$ cat src/rtl/pfd_pkg.sv
// shared types and codes for the per-process descriptor table
// no dependencies
`default_nettype none

package pfd_pkg;

  // request type codes
  localparam logic [1:0] REQ_OPEN  = 2'd0;
  localparam logic [1:0] REQ_CLOSE = 2'd1;
  localparam logic [1:0] REQ_GET   = 2'd2;
  localparam logic [1:0] REQ_DROP  = 2'd3;

  // status codes
  localparam logic [2:0] STS_OK       = 3'd0;
  localparam logic [2:0] STS_INVAL    = 3'd1;
  localparam logic [2:0] STS_MFILE    = 3'd2;
  localparam logic [2:0] STS_BADF     = 3'd3;
  localparam logic [2:0] STS_NOTFOUND = 3'd4;

  // descriptors examined per scan cycle
  localparam int unsigned CHUNK = 8;

  typedef struct packed {
    logic [1:0]  req_type;
    logic [15:0] pid;
    logic        inode_present;
    logic [31:0] inode_handle;
    logic [31:0] oflags;
    logic [7:0]  fd;
  } req_t;

  typedef struct packed {
    logic [2:0]  status;
    logic [5:0]  fd_out;
    logic [31:0] inode_out;
    logic [31:0] flags_out;
  } res_t;

  typedef enum logic [2:0] {
    ST_IDLE,
    ST_MATCH,
    ST_CHECK,
    ST_READ,
    ST_SCAN
  } state_t;

  typedef enum logic [2:0] {
    CELL_NOP,
    CELL_CLAIM,
    CELL_DROP,
    CELL_SET,
    CELL_CLR
  } cell_op_t;

  typedef struct packed {
    cell_op_t    op;
    logic [15:0] pid;
  } cell_cmd_t;

endpackage

`default_nettype wire

$ cat src/rtl/pfd_cell.sv
// one process slot: owner tag, used flag and the row of descriptor used bits
// depends on pfd_pkg; passes the free-slot chain to its neighbor
`default_nettype none

module pfd_cell import pfd_pkg::*; #(
  parameter int unsigned DESCRIPTORS = 64,
  parameter int unsigned DESC_W      = 6
) (
  input  wire logic                   clk,
  input  wire logic                   rst_n,
  input  wire cell_cmd_t              cmd,
  input  wire logic                   en,
  input  wire logic [DESC_W-1:0]      idx,
  input  wire logic                   free_in,
  output logic                        free_out,
  output logic                        first_free,
  output logic                        match,
  output logic [DESCRIPTORS-1:0]      row
);

  logic                   used_r;
  logic [15:0]            owner_r;
  logic [DESCRIPTORS-1:0] row_r;

  // chain and match outputs
  assign match      = used_r && (owner_r == cmd.pid);
  assign free_out   = free_in || !used_r;
  assign first_free = !used_r && !free_in;
  assign row        = row_r;

  // slot state update
  always_ff @(posedge clk) begin
    if (!rst_n) begin
      used_r <= 1'b0;
      row_r  <= '0;
    end else if (en) begin
      unique case (cmd.op)
        CELL_CLAIM: begin
          used_r <= 1'b1;
          row_r  <= '0;
        end
        CELL_DROP: begin
          used_r <= 1'b0;
          row_r  <= '0;
        end
        CELL_SET: row_r[idx] <= 1'b1;
        CELL_CLR: row_r[idx] <= 1'b0;
        default: ;
      endcase
    end
  end

  // owner tag, no reset
  always_ff @(posedge clk) begin
    if (en && cmd.op == CELL_CLAIM) begin
      owner_r <= cmd.pid;
    end
  end

endmodule

`default_nettype wire

$ cat config.mk
export PLATFORM = sky130hd
export DESIGN_NAME = pfd_cell
export DESIGN_NICKNAME = d
export VERILOG_FILES = /design/src/rtl/pfd_pkg.sv /design/src/rtl/pfd_cell.sv
export SDC_FILE = /design/constraint.sdc
export NUM_CORES = 1
export LEC_CHECK = 0
export BUFFER_PORTS_ARGS = -buffer_cell sky130_fd_sc_hd__buf_2
export CORE_UTILIZATION = 40
export CTS_CLUSTER_DIAMETER = 30
export CTS_CLUSTER_SIZE = 40
export DETAILED_ROUTE_END_ITERATION = 10
export PLACE_DENSITY = 0.78
export SLEW_MARGIN = 40
export SYNTH_ARGS = -nofsm -noshare
export SYNTH_HDL_FRONTEND = slang
export SYNTH_SLANG_ARGS = --single-unit
$ cat constraint.sdc
create_clock -name clk -period 2.3 [get_ports clk]
set_input_delay 0.23 -clock clk [delete_from_list [all_inputs] [get_ports clk]]
set_output_delay 0.23 -clock clk [all_outputs]
set_load 0.005 [all_outputs]
==> results of run 1 <==
## sequential cells by signal, indices dropped and copies added (netlist names)
register  count
owner_r      16
used_r        1
row          64
## per-stage QoR
| stage | hold slack, ns | setup slack, ns |
|---|---|---|
| CTS | 0.0749 | 0.316 |
| detailed placement | 0.440 | 0.555 |
| global route | 0.0728 | 0.208 |
| floorplan | 0.329 | 0.577 |
| finish | 0.0899 | 0.356 |
| global placement | 0.436 | 0.336 |
## critical path, delay by kind of cell (launching register included)
family,cells,cell delay (ns)
buffers and inverters,1,0.15
DFF,1,0.38
xor gates and xnor gates,1,0.15
and+or+nand+nor,3,0.69
## cell usage after synthesis, types with 2 or more instances
cell      count
a211oi_1     64
a31oi_1      64
and2b_1       4
and3_1        3
and3b_1       3
buf_2        15
buf_4        10
buf_6         8
clkbuf_1      3
clkbuf_2      3
dfxtp_1      65
edfxtp_1     16
nand2_1       4
nand2b_1      2
nand4_1       3
nor2_1        5
nor2b_1       3
nor3b_2       6
nor4_1        2
o21ai_0       3
xnor2_1      13
xor2_1        4
## routing by layer
metal / share of wire / wire length (microns)
met5: 0 / 0
met4: 0.011 / 106
met3: 0.091 / 847
met2: 0.49 / 4550
met1: 0.41 / 3850
## layout make-up
class / instances / share of cell area
clock buffer: 12 / 0.0425
multi-input combinational: 191 / 0.334
sequential: 81 / 0.429
timing repair buffer: 112 / 0.148
tap: 105 / 0.0316
clock inverter: 4 / 0.0136
inverter: 1 / 0.000904
## worst max path at each step
stage / from / to
after detailed placement: idx[0] / row[23]$_SDFFE_PN0P_
final: owner_r[15]$_DFFE_PP_ / match
after floorplan: cmd[18] / owner_r[0]$_DFFE_PP_
after global routing: owner_r[15]$_DFFE_PP_ / match
after global placement: cmd[16] / row[63]$_SDFFE_PN0P_
after CTS: owner_r[15]$_DFFE_PP_ / match
## where the power goes
| group | internal (mW) | switching, mW | total (mW) |
|---|---|---|---|
| Clock | 0.635 | 0.527 | 1.16 |
| Combinational | 0.0776 | 0.150 | 0.227 |
| Sequential | 1.46 | 0.00737 | 1.47 |
| Total | 2.17 | 0.684 | 2.86 |
## logic make-up (layout without fill, tap and decap cells)
kind of cell / after synthesis / after routing / synth area share
AOI/OAI and AO/OA: 133 / 133 / 0.266
xor gates and xnor gates: 17 / 17 / 0.0436
buffers and inverters: 40 / 129 / 0.0791
DFF: 81 / 81 / 0.521
and+or+nand+nor: 41 / 41 / 0.0904
==> results.cfg, run 1 <==
[global_routing]
grt_use_met1 = 0.261
grt_start_max_net_pins = 65
groute.usage.overall = 0.214
grt_first_pass_wirelength_mm = 14.3
grt_util_met2 = 0.356
antenna_found_initial = 0
overflow = 0
grt.busiest_layer = met2
grt_pass1_vias = 2761
gr-usage-met3 = 0.0636

[pwr]
power_density_nw_per_um2 = 688
vdd_ir_drop_max_mv = 0.378
p_leak_nw = 1.59
power.total_mw = 2.86

[job]
drv_cap = 0

[synthesis]
synth.avg_cell_area_sq_um = 11.0
synthTopCellsByArea = dfxtp_1 38%, a211oi_1 14%, edfxtp_1 14%
synth_top_area_frac = 0.381
synth_nets = 341
synth-seq-area-share = 0.521
netlist_area_sq_um = 3420
ys_types = 31
ys.flop_type = dfxtp_1
yosys_warnings = 0
ys_seq_elements = 81
ys_async_sr_fraction = 0
synth_edf_count = 16
netlist_instances = 312
yosysTopAreaCell = dfxtp_1

[die]
initial_core_util = 0.414
ioPinCount = 96
core_area_sq_um = 8260
die-height_microns = 94.4
rows = 33
design.die.area_sq_um = 8920
die_w_microns = 94.4

[timing]
max_freq_mhz = 514
clock_skew_ns = 0
max_slew_margin = 0.509
max_slew.worst_pin.slew_ns = 0.734
fin_crit_sh = 0.845
finalHoldViolCount = 0
fin_setup_tns_ns = 0
drv_slew = 0
min_period_ns = 1.94
setup_viol = 0
rsz0062_at_grt = no

[setup_path]
start_kind = flip-flop
arrival_ns = 1.71
rr_endpoint = row[12]$_SDFFE_PN0P_
crit_fanout = 1
timing.rr.start = row[12]$_SDFFE_PN0P_
slowest_delay_ns = 0.38
cp_cell_sequence = xor2_1, nor4_1, nand4_1, nor4_1, buf_2
end_kind = output port
crit_slowest_cell = edfxtp_1
r2r_setup_slack_ns = 1.49
critPathKind = flip-flop to output port
cpMostUsedCell = nor4_1
cp.required_ns = 2.07
reg2reg_depth = 2

[drt]
avgRoutedWirePerCell_microns = 18.5
wl_mm = 9.35
firstDrtPassIters = 4
drtAntennaViolNets = 0
avgViaCountPerCell = 5.72
drc = 0
vias = 2894
drtIter0Drc = 204

[layout]
mostFrequentLayoutCell = buf_2
areaGrowthSynthToFinish_pct = 21.5
drive_above_1_share = 0.349
instances_no_fill = 506
diodes = 0
fill_cells = 728
stdcell_area_sq_um = 4150
multi_input_area_sq_um = 1390
seq_area_sq_um = 1780
fin_nets = 425
fin_util = 0.503
final_cell_mix = 95 x buf_2, 65 x dfxtp_1, 64 x a31oi_1, 64 x a211oi_1

[clocking]
cts-root-buf = clkbuf_8
cts_buffer_depth = 2
cts_tree = done
numCtsBuffers = 9
clk_pin_slew_ns = 0.07
ctsHoldBuffers = 0
post-cts-setup-buffers = 0
htree_num_levels = 3
cts.sinks = 81
clk_latency_ns = 0.35
cts_resized = 0

[outcome]
status = complete, no violations

[min_path]
whs_path_depth = 1
hp-class = input port to flip-flop
min_delay_worst_endpoint = owner_r[12]$_DFFE_PP_
hp-start = cmd[12]

[placed_design]
place_congestion = 0.848
dpl_cell_area_sq_um = 3920
dp_hpwl_mm = 6.08
port_buffers = 95
placed_cells = 490
No activity file was read; power rests on OpenSTA's default activity.
==> run 2: changes to the inputs <==
Clock period 2.3 ns to 1.6 ns, I/O delays scaled along.
==> run 2 against run 1 <==
Net effect: the run now ends with setup timing left; hold slack worse by 0.080 ns; die area stayed put; non-clock buffer count is 22 higher; clock power is 26% higher; total power is 38% higher; cell area is 4.3% higher; sequential power is 44% higher; critical path depth stayed put; flip-flop and latch count stayed put; critical path type unchanged; critical endpoint unchanged.
==> results.cfg, run 2 (synthesis gave the netlist of run 1 again) <==
[outcome]
status = complete, but fails checks
violations = setup timing

[layout]
mostFrequentLayoutCell = buf_2
largest_reg_flops = 64
diodes = 0
areaGrowthSynthToFinish_pct = 26.8
fin_nets = 447
final_cell_mix = 95 x buf_2, 65 x dfxtp_1, 64 x a31oi_1, 64 x a211oi_1, 32 x buf_4
fill_cells = 728
drive_above_1_share = 0.376

[timing]
setup_ws_ns = -0.145
fin_setup_tns_ns = -0.145
clock_skew_ns = 0
max_freq_mhz = 573
setup_viol = 1
max_slew.worst_pin.slew_ns = 0.591
fin_crit_sh = 1.09
whs_ns = 0.00964
max_slew_margin = 0.605
drv_slew = 0
rsz0062_at_grt = yes
finalHoldViolCount = 0
min_period_ns = 1.75

[clocking]
post-cts-setup-buffers = 0
htree_num_levels = 3
clk_latency_ns = 0.36
numCtsBuffers = 9
cts_buffer_depth = 2
cts_tree = done
cts.sinks = 81
cts_resized = 0
clk_pin_slew_ns = 0.07
cts-root-buf = clkbuf_8

[setup_path]
slowest_delay_ns = 0.38
r2r_setup_slack_ns = 0.83
cp.required_ns = 1.44
crit_slowest_cell = edfxtp_1
reg2reg_depth = 2
critPathKind = flip-flop to output port
rr_endpoint = used_r$_SDFFE_PN0P_
timing.rr.start = used_r$_SDFFE_PN0P_
cpMostUsedCell = nor4_1
start_kind = flip-flop
end_kind = output port
crit_fanout = 1
cp_cell_sequence = xor2_1, nor4_1, nand4_1, nor4_1, buf_2
arrival_ns = 1.59

[drt]
wl_mm = 9.43
drc = 0
drtAntennaViolNets = 0
avgRoutedWirePerCell_microns = 17.9
vias = 2979
avgViaCountPerCell = 5.64
drtIter0Drc = 168
firstDrtPassIters = 4

[die]
die_w_microns = 94.4
design.die.area_sq_um = 8920
core_area_sq_um = 8260
ioPinCount = 96
initial_core_util = 0.414
rows = 33
die-height_microns = 94.4

[pwr]
p_leak_nw = 1.71
power.total_mw = 3.94
vdd_ir_drop_max_mv = 0.645
power_density_nw_per_um2 = 909

[min_path]
hp-start = cmd[10]
whs_path_depth = 1
hp-class = input port to flip-flop
min_delay_worst_endpoint = owner_r[10]$_DFFE_PP_

[placed_design]
place_ws_ns = 0.104
place_congestion = 0.816
dp_hpwl_mm = 6.62
port_buffers = 95

[job]
drv_cap = 0

[global_routing]
overflow = 0
grt_first_pass_wirelength_mm = 14.2
antenna_found_initial = 0
groute.usage.overall = 0.214
grt_pass1_vias = 2856
grt_start_max_net_pins = 65
-- run 2: where the power goes --
group | internal, mW | switching, mW | leakage [nW]
logic | 0.146 | 0.222 | 0.941
clock network | 0.703 | 0.758 | 0.104
registers | 2.10 | 0.0106 | 0.669
total | 2.95 | 0.991 | 1.71
-- run 2: repair_timing --
action / 4_1_cts / 5_1_grt
pin swaps: 3 / 1
setup endpoints to repair: 1 / 1
hold endpoints to repair: 2 / 1
cloned: 0 / 0
hold buffers: 2 / 1
-- run 2: routing by layer --
layer | vias up | part of all wire | global-route usage
met5 | - | 0 | 0
met4 | 0 | 0.020 | 0.106
met3 | 15 | 0.080 | 0.0652
met2 | 131 | 0.49 | 0.354
met1 | 1396 | 0.41 | 0.251
li1 | 1437 | - | -
-- run 2: worst max path at each step --
stage / startpoint / to / slack [ns] / depth (start not counted)
finish: owner_r[7]$_DFFE_PP_ / match / -0.15 / 5
global route: owner_r[7]$_DFFE_PP_ / match / -0.29 / 5
floorplan: owner_r[15]$_DFFE_PP_ / match / 0.30 / 4
detailed placement: cmd[16] / row[7]$_SDFFE_PN0P_ / 0.10 / 6
CTS: owner_r[7]$_DFFE_PP_ / match / -0.19 / 5
global placement: owner_r[15]$_DFFE_PP_ / match / 0.17 / 5
-- run 2: stage by stage --
stage          area, sq um  instances   util
6_report              4330        528  0.525
5_1_grt               4330        528  0.525
4_1_cts               4320        527  0.524
3_5_place_dp          4110        509  0.497
3_3_place_gp          4110        509  0.497
2_1_floorplan         3430        312      -
-- run 2: layout make-up --
class	instances	area, sq um	area share
sequential	81	1780	0.411
multi-input combinational	191	1390	0.322
timing repair buffer	134	826	0.191
clock buffer	12	165	0.0381
tap	105	131	0.0303
clock inverter	4	32.5	0.00751
inverter	1	3.75	0.000866
-- run 2: critical path, delay by kind of cell, from the launching register on --
family        cells  cell delay (ns)
xor+xnor          1             0.15
buf+inv           1             0.15
simple gates      3             0.57
flops             1             0.38
